[src/hdl/mrfr_pkg.sv]
// Shared types, constants and the CRC-16/MODBUS byte update for the Modbus RTU
// frame receiver. No dependencies; the design modules refer to it by scoped names.
package mrfr_pkg;

	localparam int MAX_FRAME_BYTES = 256;
	// The byte counter saturates one past the largest legal frame.
	localparam int CNT_W = $clog2(MAX_FRAME_BYTES + 2);

	localparam logic [15:0] CRC_INIT = 16'hFFFF;
	localparam logic [15:0] CRC_POLY = 16'hA001;

	localparam logic [7:0] FN_READ_MULTI   = 8'h03;
	localparam logic [7:0] FN_WRITE_SINGLE = 8'h06;
	localparam logic [7:0] FN_WRITE_MULTI  = 8'h10;

	// Byte positions within a request.
	localparam logic [CNT_W-1:0] POS_ADDR     = CNT_W'(0);
	localparam logic [CNT_W-1:0] POS_FUNC     = CNT_W'(1);
	localparam logic [CNT_W-1:0] POS_WORD_A_H = CNT_W'(2);
	localparam logic [CNT_W-1:0] POS_WORD_A_L = CNT_W'(3);
	localparam logic [CNT_W-1:0] POS_WORD_B_H = CNT_W'(4);
	localparam logic [CNT_W-1:0] POS_WORD_B_L = CNT_W'(5);
	localparam logic [CNT_W-1:0] POS_COUNT    = CNT_W'(6);

	// Address, function code and the two CRC bytes surround the data field.
	localparam logic [CNT_W-1:0] FRAME_OVERHEAD = CNT_W'(4);
	localparam logic [7:0]       SINGLE_DATA_LEN = 8'd4;
	// Start address, register count and byte count precede the values.
	localparam logic [8:0]       MULTI_HEAD_LEN = 9'd5;

	typedef enum logic [1:0] {
		ST_OK       = 2'd0,
		ST_CRC_ERR  = 2'd1,
		ST_FUNC_ERR = 2'd2,
		ST_LEN_ERR  = 2'd3
	} status_t;

	typedef struct packed {
		logic [15:0]      crc;
		logic [CNT_W-1:0] cnt;
		logic [7:0]       addr;
		logic [7:0]       func;
		logic [15:0]      word_a;
		logic [15:0]      word_b;
		logic [7:0]       count_byte;
	} frame_state_t;

	localparam frame_state_t FRAME_CLEAR = '{
		crc: CRC_INIT, cnt: '0, addr: '0, func: '0,
		word_a: '0, word_b: '0, count_byte: '0
	};

	typedef struct packed {
		status_t     status;
		logic [7:0]  slave_address;
		logic [7:0]  function_code;
		logic [7:0]  data_length;
		logic [15:0] first_word;
		logic [15:0] second_word;
		logic [7:0]  value_byte_count;
	} result_t;

	// One byte of reflected CRC-16/MODBUS, eight shift steps unrolled.
	function automatic logic [15:0] crc_step(input logic [15:0] crc, input logic [7:0] b);
		logic [15:0] c;
		c = crc ^ {8'h00, b};
		for (int k = 0; k < 8; k++) begin
			c = c[0] ? ((c >> 1) ^ CRC_POLY) : (c >> 1);
		end
		return c;
	endfunction

endpackage

[src/hdl/mrfr_if.sv]
// Valid/ready channel interfaces of the Modbus RTU frame receiver: the byte
// stream in and the per-frame result out. No dependencies.
interface mrfr_byte_if;
	logic       valid;
	logic       ready;
	logic [7:0] rx_byte;
	logic       end_of_frame;

	modport source (output valid, output rx_byte, output end_of_frame, input ready);
	modport sink   (input valid, input rx_byte, input end_of_frame, output ready);
endinterface

interface mrfr_result_if;
	logic        valid;
	logic        ready;
	logic [1:0]  status;
	logic [7:0]  slave_address;
	logic [7:0]  function_code;
	logic [7:0]  data_length;
	logic [15:0] first_word;
	logic [15:0] second_word;
	logic [7:0]  value_byte_count;

	modport source (output valid, output status, output slave_address, output function_code,
		output data_length, output first_word, output second_word,
		output value_byte_count, input ready);
	modport sink   (input valid, input status, input slave_address, input function_code,
		input data_length, input first_word, input second_word,
		input value_byte_count, output ready);
endinterface

[src/hdl/mrfr_accum.sv]
// Per-frame accumulator: running CRC, saturating byte count and header fields.
// Depends on mrfr_pkg for the state type and the CRC byte update.
module mrfr_accum (
	input  logic                  clk,
	input  logic                  arst_n,
	input  logic                  take,
	input  logic [7:0]            rx_byte,
	input  logic                  end_of_frame,
	output mrfr_pkg::frame_state_t nxt
);

	mrfr_pkg::frame_state_t cur_q;

	always_comb begin
		nxt     = cur_q;
		nxt.crc = mrfr_pkg::crc_step(cur_q.crc, rx_byte);
		case (cur_q.cnt)
			mrfr_pkg::POS_ADDR:     nxt.addr = rx_byte;
			mrfr_pkg::POS_FUNC:     nxt.func = rx_byte;
			mrfr_pkg::POS_WORD_A_H: nxt.word_a[15:8] = rx_byte;
			mrfr_pkg::POS_WORD_A_L: nxt.word_a[7:0] = rx_byte;
			mrfr_pkg::POS_WORD_B_H: nxt.word_b[15:8] = rx_byte;
			mrfr_pkg::POS_WORD_B_L: nxt.word_b[7:0] = rx_byte;
			mrfr_pkg::POS_COUNT:    nxt.count_byte = rx_byte;
			default: ;
		endcase
		if (cur_q.cnt != mrfr_pkg::CNT_W'(mrfr_pkg::MAX_FRAME_BYTES + 1)) begin
			nxt.cnt = cur_q.cnt + mrfr_pkg::CNT_W'(1);
		end
	end

	// The last byte of a frame starts the next one from a clean state.
	always_ff @(posedge clk or negedge arst_n) begin
		if (!arst_n) begin
			cur_q <= mrfr_pkg::FRAME_CLEAR;
		end else if (take) begin
			cur_q <= end_of_frame ? mrfr_pkg::FRAME_CLEAR : nxt;
		end
	end

endmodule

[src/hdl/mrfr_check.sv]
// Frame checker: turns the accumulated state of a finished frame into its
// status and returned fields. Purely combinational; depends on mrfr_pkg.
module mrfr_check (
	input  mrfr_pkg::frame_state_t fs,
	output mrfr_pkg::result_t      res
);

	logic       bad_len;
	logic [7:0] dl;
	logic       fn_known;
	logic       multi_ok;

	always_comb begin
		bad_len  = (fs.cnt < mrfr_pkg::FRAME_OVERHEAD) ||
			(fs.cnt > mrfr_pkg::CNT_W'(mrfr_pkg::MAX_FRAME_BYTES));
		dl       = bad_len ? 8'd0 : 8'(fs.cnt - mrfr_pkg::FRAME_OVERHEAD);
		fn_known = (fs.func == mrfr_pkg::FN_READ_MULTI) ||
			(fs.func == mrfr_pkg::FN_WRITE_SINGLE) ||
			(fs.func == mrfr_pkg::FN_WRITE_MULTI);
		multi_ok = ({1'b0, dl} == ({1'b0, fs.count_byte} + mrfr_pkg::MULTI_HEAD_LEN)) &&
			({fs.word_b, 1'b0} == {9'd0, fs.count_byte});

		if (bad_len) begin
			res.status = mrfr_pkg::ST_LEN_ERR;
		end else if (fs.crc != 16'h0000) begin
			res.status = mrfr_pkg::ST_CRC_ERR;
		end else if (!fn_known) begin
			res.status = mrfr_pkg::ST_FUNC_ERR;
		end else if (fs.func == mrfr_pkg::FN_WRITE_MULTI) begin
			res.status = multi_ok ? mrfr_pkg::ST_OK : mrfr_pkg::ST_LEN_ERR;
		end else begin
			res.status = (dl == mrfr_pkg::SINGLE_DATA_LEN) ? mrfr_pkg::ST_OK
				: mrfr_pkg::ST_LEN_ERR;
		end

		res.slave_address    = (fs.cnt > mrfr_pkg::POS_ADDR) ? fs.addr : 8'd0;
		res.function_code    = (fs.cnt > mrfr_pkg::POS_FUNC) ? fs.func : 8'd0;
		res.data_length      = dl;
		// Data bytes beyond the data field read as zero.
		res.first_word[15:8] = (dl > 8'd0) ? fs.word_a[15:8] : 8'd0;
		res.first_word[7:0]  = (dl > 8'd1) ? fs.word_a[7:0] : 8'd0;
		res.second_word[15:8] = (dl > 8'd2) ? fs.word_b[15:8] : 8'd0;
		res.second_word[7:0]  = (dl > 8'd3) ? fs.word_b[7:0] : 8'd0;
		res.value_byte_count = (dl > 8'd4) ? fs.count_byte : 8'd0;
	end

endmodule

[src/hdl/modbus_rtu_frame_receiver.sv]
// Modbus RTU request receiver: one byte per request, one result per frame.
// Latency: the result is valid in the cycle after its last byte is accepted.
// Throughput: one byte per cycle; the byte CRC update, the frame check and the
// result register form a single registered pass, so only the last byte of a frame
// waits, and only while the previous result is held and res.ready is low.
// Reset (arst_n low, asynchronous): frame state cleared, CRC to 0xFFFF, no result.
module modbus_rtu_frame_receiver (
	input  logic   clk,
	input  logic   arst_n,
	mrfr_byte_if.sink     rx,
	mrfr_result_if.source res
);

	// A request is taken whenever its byte would not have to overwrite a result
	// that is still waiting: ordinary bytes never wait, the last byte of a frame
	// waits only while the result register is full and not being drained.
	logic                   out_valid_q;
	mrfr_pkg::result_t      res_q;
	mrfr_pkg::frame_state_t nxt;
	mrfr_pkg::result_t      chk;
	logic                   take;

	assign rx.ready = !(out_valid_q && !res.ready && rx.end_of_frame);
	assign take     = rx.valid && rx.ready;

	// Running CRC, byte count and header capture, one byte per cycle unless the last byte waits.
	mrfr_accum u_accum (
		.clk          (clk),
		.arst_n       (arst_n),
		.take         (take),
		.rx_byte      (rx.rx_byte),
		.end_of_frame (rx.end_of_frame),
		.nxt          (nxt)
	);

	// The checker looks at the state including the byte now being taken, so a
	// frame is judged in the same cycle its last byte arrives.
	mrfr_check u_check (
		.fs  (nxt),
		.res (chk)
	);

	// Result register: the only boundary between the byte side and the result side.
	always_ff @(posedge clk or negedge arst_n) begin
		if (!arst_n) begin
			out_valid_q <= 1'b0;
		end else if (take && rx.end_of_frame) begin
			out_valid_q <= 1'b1;
		end else if (res.ready) begin
			out_valid_q <= 1'b0;
		end
	end

	always_ff @(posedge clk) begin
		if (take && rx.end_of_frame) begin
			res_q <= chk;
		end
	end

	assign res.valid            = out_valid_q;
	assign res.status           = res_q.status;
	assign res.slave_address    = res_q.slave_address;
	assign res.function_code    = res_q.function_code;
	assign res.data_length      = res_q.data_length;
	assign res.first_word       = res_q.first_word;
	assign res.second_word      = res_q.second_word;
	assign res.value_byte_count = res_q.value_byte_count;

endmodule
[src/flat_wrapper.sv]
// flat-port wrapper written by rule: the top's interface ports become plain ports
module modbus_rtu_frame_receiver_flat 
  (clk, arst_n, rx_valid, rx_rx_byte, rx_end_of_frame, rx_ready, res_valid, res_status, res_slave_address, res_function_code, res_data_length, res_first_word, res_second_word, res_value_byte_count, res_ready);
  mrfr_byte_if rx_i ();
  mrfr_result_if res_i ();
  input  logic clk;
  input  logic arst_n;
  input wire logic [$bits(rx_i.valid)-1:0] rx_valid;
  input wire logic [$bits(rx_i.rx_byte)-1:0] rx_rx_byte;
  input wire logic [$bits(rx_i.end_of_frame)-1:0] rx_end_of_frame;
  output wire logic [$bits(rx_i.ready)-1:0] rx_ready;
  output wire logic [$bits(res_i.valid)-1:0] res_valid;
  output wire logic [$bits(res_i.status)-1:0] res_status;
  output wire logic [$bits(res_i.slave_address)-1:0] res_slave_address;
  output wire logic [$bits(res_i.function_code)-1:0] res_function_code;
  output wire logic [$bits(res_i.data_length)-1:0] res_data_length;
  output wire logic [$bits(res_i.first_word)-1:0] res_first_word;
  output wire logic [$bits(res_i.second_word)-1:0] res_second_word;
  output wire logic [$bits(res_i.value_byte_count)-1:0] res_value_byte_count;
  input wire logic [$bits(res_i.ready)-1:0] res_ready;
  assign rx_i.valid = rx_valid;
  assign rx_i.rx_byte = rx_rx_byte;
  assign rx_i.end_of_frame = rx_end_of_frame;
  assign rx_ready = rx_i.ready;
  assign res_valid = res_i.valid;
  assign res_status = res_i.status;
  assign res_slave_address = res_i.slave_address;
  assign res_function_code = res_i.function_code;
  assign res_data_length = res_i.data_length;
  assign res_first_word = res_i.first_word;
  assign res_second_word = res_i.second_word;
  assign res_value_byte_count = res_i.value_byte_count;
  assign res_i.ready = res_ready;
  modbus_rtu_frame_receiver u_core (.clk(clk), .arst_n(arst_n), .rx(rx_i), .res(res_i));
endmodule
[config.mk]
export PLATFORM = sky130hd
export DESIGN_NAME = modbus_rtu_frame_receiver_flat
export DESIGN_NICKNAME = d
export VERILOG_FILES = /design/src/hdl/mrfr_pkg.sv /design/src/hdl/mrfr_if.sv /design/src/hdl/mrfr_accum.sv /design/src/hdl/mrfr_check.sv /design/src/hdl/modbus_rtu_frame_receiver.sv /design/src/flat_wrapper.sv
export SDC_FILE = /design/constraint.sdc
export NUM_CORES = 1
export LEC_CHECK = 0
export BUFFER_PORTS_ARGS = -buffer_cell sky130_fd_sc_hd__clkbuf_2
export CORE_MARGIN = 2
export CORE_UTILIZATION = 37
export DETAILED_ROUTE_END_ITERATION = 8
export PLACE_DENSITY = 0.54
export SYNTH_ARGS = -nofsm -noshare
export SYNTH_HDL_FRONTEND = slang
export SYNTH_SLANG_ARGS = --single-unit
[constraint.sdc]
create_clock -name clk -period 4.05 [get_ports clk]
set_input_delay 1.0125 -clock clk [delete_from_list [all_inputs] [get_ports clk]]
set_output_delay 1.0125 -clock clk [all_outputs]
set_load 0.02 [all_outputs]
======== Word level (Yosys, flattened, before mapping) ========
Cells that the tools add are included.
storage, ports and cells
  register bits ........................... 148
  input bits .............................. 13
  output and inout bits ................... 68
  logic and storage cells ................. 91
cells by class
  add/sub/neg operators ................... 3
  magnitude comparators ................... 9
  eq/ne operators ......................... 13
  muxes and demuxes ....................... 25
  bitwise operators ....................... 9
  reduce and logical (&&, ||, !) cells .... 14
operator list
  operator                                                               number
  16-bit 2-to-1 mux                                                      8
  81-bit 2-to-1 mux                                                      1
  8-bit 2-to-1 mux                                                       8
  9-bit by 3-bit equality test with 1-bit output, second input constant  3
  2-bit NOT with 3-bit output                                            8
  9-bit by 2-bit equality test with 1-bit output, second input constant  2
  9-bit by 1-bit > comparator with 1-bit output, second input constant   2
  17-bit by 8-bit equality test with 1-bit output                        1
  8-bit by 3-bit equality test with 1-bit output, second input constant  2
  8-bit by 1-bit > comparator with 1-bit output, second input constant   2
  8-bit by 2-bit > comparator with 1-bit output, second input constant   2
  16-bit nonzero test                                                    1
  16-bit by 8-bit XOR with 16-bit output                                 1
  2-bit 2-to-1 mux                                                       5
  8-bit by 3-bit adder with 9-bit output, second input constant          1
  9-bit by 1-bit adder with 9-bit output, second input constant          1
  8-bit by 9-bit equality test with 1-bit output                         1
  9-bit by 1-bit equality test with 1-bit output, second input constant  1
  9-bit > comparator, second input constant                              1
  9-bit logical NOT                                                      1
  9-bit by 3-bit < comparator with 1-bit output, second input constant   1
  9-bit 2-to-1 mux                                                       1
  9-bit inequality test, second input constant                           1
  8-bit by 2-bit equality test with 1-bit output, second input constant  1
  other kinds (9)                                                        17

======== Depth between registers and ports, before layout ========
  word-level depth ........................ 19
  gate-level depth with buffers ........... 17
  gate-level depth less buffers ........... 15

======== Cells and area by module ========
From an unflattened synthesis, not the netlist that was laid out.
unflattened totals
  cells, all modules ...................... 697
  area total of the unflattened synthesis .. 8021.4 sq um
modules (own cells, without submodules)
  module                     instances  cells an instance  area each (sq um)  seq. area each (sq um)
  mrfr_accum                 1          441                4687.0             2047.0
  modbus_rtu_frame_receiver  1          73                 2049.5             2006.9
  mrfr_check                 1          183                1285.0             0.0

======== Least setup slack after synthesis ========
Ideal clock, no wire load.
  path type ............................... register to register
  start ................................... register u_core.u_accum.cur_q[60] in the netlist's numbering
  end ..................................... register u_core.res_q (netlist bit u_core.res.status[0]), data pin
  setup time .............................. 272 ps
  arrival ................................. 3450 ps
  data required time ...................... 3778 ps
  slack ................................... 328 ps
  stages on the path, launching flop included .. 15
  path buffers ............................ 2
  period minus slack after synthesis ...... 3722 ps
  cells stage by stage .................... dfrtp_1 buf_6 or4_4 o31ai_1 o21ai_0 inv_1 ha_1 a21boi_0 a31o_4 nand2_1 buf_6 o32ai_2 or4b_1 o31ai_1 o211ai_1
on the way
  longest elaborated chain between the ends .. 10
  elaborated cells between the ends (all ways) .. 31
  those cells by class .................... add/sub: 3; order compare: 2; eq/ne: 11; mux: 10; reduce/logical: 5
RTL lines
  element                                                                                     RTL line                            text
  start, declared                                                                             mrfr_accum.sv:12                    mrfr_pkg::frame_state_t cur_q;
  start signal, assigned                                                                      mrfr_accum.sv:35                    cur_q <= mrfr_pkg::FRAME_CLEAR;
  start signal, assigned                                                                      mrfr_accum.sv:37                    cur_q <= end_of_frame ? mrfr_pkg::FRAME_CLEAR : nxt;
  9-bit by 1-bit adder with 9-bit output / 9-bit inequality test (equally long branches)      mrfr_accum.sv:28, mrfr_accum.sv:27
  9-bit 2-to-1 mux                                                                            mrfr_accum.sv:27                    if (cur_q.cnt != mrfr_pkg::CNT_W'(mrfr_pkg::MAX_FRAME_BYTES + 1)) begin
  9-bit by 3-bit < comparator with 1-bit output / 9-bit > comparator (equally long branches)  mrfr_check.sv:14, mrfr_check.sv:15
  1-bit logical OR                                                                            mrfr_check.sv:14                    bad_len = (fs.cnt < mrfr_pkg::FRAME_OVERHEAD) ||
  8-bit 2-to-1 mux                                                                            mrfr_check.sv:16                    dl = bad_len ? 8'd0 : 8'(fs.cnt - mrfr_pkg::FRAME_OVERHEAD);
  8-bit by 9-bit equality test with 1-bit output                                              mrfr_check.sv:20                    multi_ok = ({1'b0, dl} == ({1'b0, fs.count_byte} + mrfr_pkg::MULTI_HEAD_LEN)) &&
  1-bit logical AND                                                                           mrfr_check.sv:20
  2-bit 2-to-1 mux                                                                            mrfr_check.sv:30                    res.status = multi_ok ? mrfr_pkg::ST_OK : mrfr_pkg::ST_LEN_ERR;
  2-bit 2-to-1 mux                                                                            mrfr_check.sv:29                    end else if (fs.func == mrfr_pkg::FN_WRITE_MULTI) begin
  2-bit 2-to-1 mux                                                                            mrfr_check.sv:27                    end else if (!fn_known) begin
  end signal, assigned                                                                        modbus_rtu_frame_receiver.sv:56     res_q <= chk;
  end, declared                                                                               modbus_rtu_frame_receiver.sv:18     mrfr_pkg::result_t res_q;
Several ways; a longest one is shown, not always the timed one.
A chain may end at the register's enable or synchronous reset.

==> metrics.txt <==
Fin. Hold Viols 0; antenna viol nets, final 0; clk slew on worst S/H paths 0.06 ns; register area share after synthesis 49.88%; Layout fillers 2,100; cts-stage hold buffer count 0; CTS root buffer clkbuf_16; Slew headroom 40.39%; Port Buffers 80; hpwl dp 16,520 um; Post-synth EDFFs 66; vias 6,780; first-pass GRT wire length 37,560 um; worst r2r src u_core.u_accum.cur_q[56]; CP Launch Point u_core.u_accum.cur_q[56]; WL/cell 19.00 um; worst reg2reg path depth 14; pwr/cell area 639.0 nW/um^2; cell accounting for the most synthesized area edfxtp_1; routability cong. 0.9476; Synth Flop Type edfxtp_1; worst-path maximum fanout 10; post-synthesis cell count 842; Die ar. 23,170 um^2; Clock Latency Late Sink 0.43 ns; most frequent cells in the layout nand2_1 (152), clkbuf_2 (79), nor2_1 (71), o21ai_0 (66), edfxtp_1 (66); Pins Over Slew Limit 0; Clock Skew 0.005462 ns; mapped cell area 8128 um^2; DRT iter0 DRCs 476; commonest non-fill, non-tap cell in the layout nand2_1; GRT Total Usage 20.38%; Die Width 152.2 um; fmax 0.2675 GHz; CP arrival 3.90 ns; final-report setup violation count 0; Critical Setup Path Class reg -> reg; MaxCap Viol Count 0; Peak VDD IR 0.0003202 V; Pint 3.926 mW; layout cells sized above 1 22.44%; final WL 23,350 um; DR vias/cell 5.517; gr ovfl total 0; # clock sinks 148; Rows 54; Seq cells post-synth 148; initial antenna violation count 0; vias in the first global route 6,574; ys async rst share 55.41%; fin crit share 92.30%; initial core utilization 37.48%; Mean Syn Cell Area 9.653 um^2; clk buf depth 2; Post-Route Setup TNS 0 ns; Die Y 152.2 um; min cycle time layout 3.738 ns; # placed instances 1,197; syn nets 862; Yosys warning count 0; hold path start u_core.u_accum.cur_q[66]; H-tree depth 4; Worst Hold Depth 2; combinational cell fraction of total power 36.2%; # diodes 0; Req. time, crit path 4.22 ns; static leakage 4.076 nW; RSZ-0062 raised after global routing false; Tightest Hold Check Type reg -> reg; CTS tree built; CTS Buf Count 17; Clock power frac 27.1%; post-synth top area share 24.38%; top cells by area, synth edfxtp_1 (24%), dfrtp_1 (20%), nand2_1 (7.1%), dfstp_2 (5.2%), o21ai_0 (4.1%); DRC Markers 0; Crit. End Element flip-flop; core area 21,690 um^2; switching power 2.259 mW; status complete, no violations; switching power share of the total 36.53%; register share of total power 36.7%; final net count 956; TritonRoute pass-1 iters 5; IO Count 81; area delta synth->final 19.09%; actual slew at the worst max-slew pin 0.8942 ns; startpoint types flip-flop; Final Non-Filler Cells 1,229; largest net degree at the start of global routing 63; Yosys cell types 80
-- cell type report --
class / instances / area [um^2] / share of cell area [%]
clock buffer: 20 / 436.7 / 4.511
clock inverter: 12 / 177.7 / 1.836
inverter: 12 / 45.04 / 0.4654
multi-input combinational: 620 / 3759 / 38.83
sequential: 148 / 4055 / 41.90
tap: 280 / 350.3 / 3.619
timing repair buffer: 137 / 855.8 / 8.842
-- per-stage QoR --
stage / worst slack, ns / hold slack, ns / utilization (%) / total power [mW] / area, um^2
after global routing: 0.03079 / 0.4740 / 44.63 / 6.578 / 9679
after detailed placement: -0.04019 / 0.4537 / 41.77 / 4.521 / 9059
after CTS: 0.1441 / 0.4625 / 44.60 / 6.212 / 9673
final: 0.3118 / 0.4589 / 44.63 / 6.185 / 9679
after floorplan: 0.3285 / 0.4411 / - / 3.812 / 8128
after global placement: -0.02738 / 0.4509 / 41.77 / 4.508 / 9059
-- power groups by stage --
stage          combinational [mW]  clock, mW  sequential, mW
2_1_floorplan                1.49          0            2.33
3_3_place_gp                 2.23          0            2.28
3_5_place_dp                 2.23          0            2.29
4_1_cts                      2.24       1.70            2.26
5_1_grt                      2.49       1.77            2.32
6_report                     2.24       1.68            2.27
-- metal layers --
layer	share of wire [%]	vias up	track usage (%)
met4	1.7	0	5.919
li1	-	3210	-
met5	0	-	0
met1	48	3346	29.66
met3	5.1	28	3.669
met2	45	196	31.19
-- path summary, 6_finish.rpt --
kind | end | slack (ns)
max | u_core.res.status[0] | 0.31
min | u_core.u_accum.cur_q[66] | 0.46
max reg2reg | u_core.res.status[0] | 0.31
min reg2reg | u_core.u_accum.cur_q[66] | 0.46
max in group asynchronous | u_core.u_accum.cur_q[67] | 2.69
min in group asynchronous | u_core.u_accum.cur_q[63] | 0.68
-- sequential cells by signal, summed over array words and instances, names as in the netlist --
signal	cells
u_core.u_accum.cur_q	81
u_core.res.first_word	16
u_core.res.second_word	16
u_core.res.data_length	8
u_core.res.function_code	8
u_core.res.slave_address	8
u_core.res.value_byte_count	8
u_core.res.status	2
u_core.res.valid	1
-- cells by family after synthesis --
logic type | after synthesis | synth area share, %
adder cells (fa/ha/maj) | 7 | 1.078
multiplexers | 34 | 4.403
XOR/XNOR | 44 | 4.741
buffers and inverters | 74 | 3.987
AND/OR/NAND/NOR | 331 | 19.92
flip-flops | 148 | 49.88
AO/OA/AOI/OAI | 204 | 15.99
-- what timing repair did --
action | CTS | global route
endpoints found under the hold margin | 0 | 0
setup buffers | 0 | 0
endpoints found under the setup margin | 0 | 1
gates resized for setup | 0 | 3
-- cells in the mapped netlist, drive strengths merged, types with 3 or more instances --
master and number:
nand4b 5, a22oi 35, mux2i 33, a21boi 9
a211oi 4, nand4 11, a22o 6, o211ai 3
nand2 154, xnor2 29, inv 12, o31ai 3
nand3 22, nor2b 3, o22ai 5, ha 7
o21ai 68, xor2 15, and3 13, clkbuf 42
and2 9, buf 20, dfrtp 66, nor4 11
dfstp 16, and4 3, nor3 11, nor4b 4
o21a 3, a21oi 49, edfxtp 66, nor2 71
-- worst max-delay path, cell delays in order, from the launching register on --
cell and delay, ns:
dfrtp_2 0.47, inv_2 0.06, ha_1 0.25, and4bb_2 0.28
nand2_4 0.13, mux2i_1 0.26, inv_1 0.07, ha_1 0.19
inv_1 0.11, nand3_4 0.08, a211o_1 0.29, a2111o_1 0.37
or4b_1 0.52, o31ai_2 0.27, o211ai_1 0.12
No activity file was read; power rests on OpenSTA's default activity.
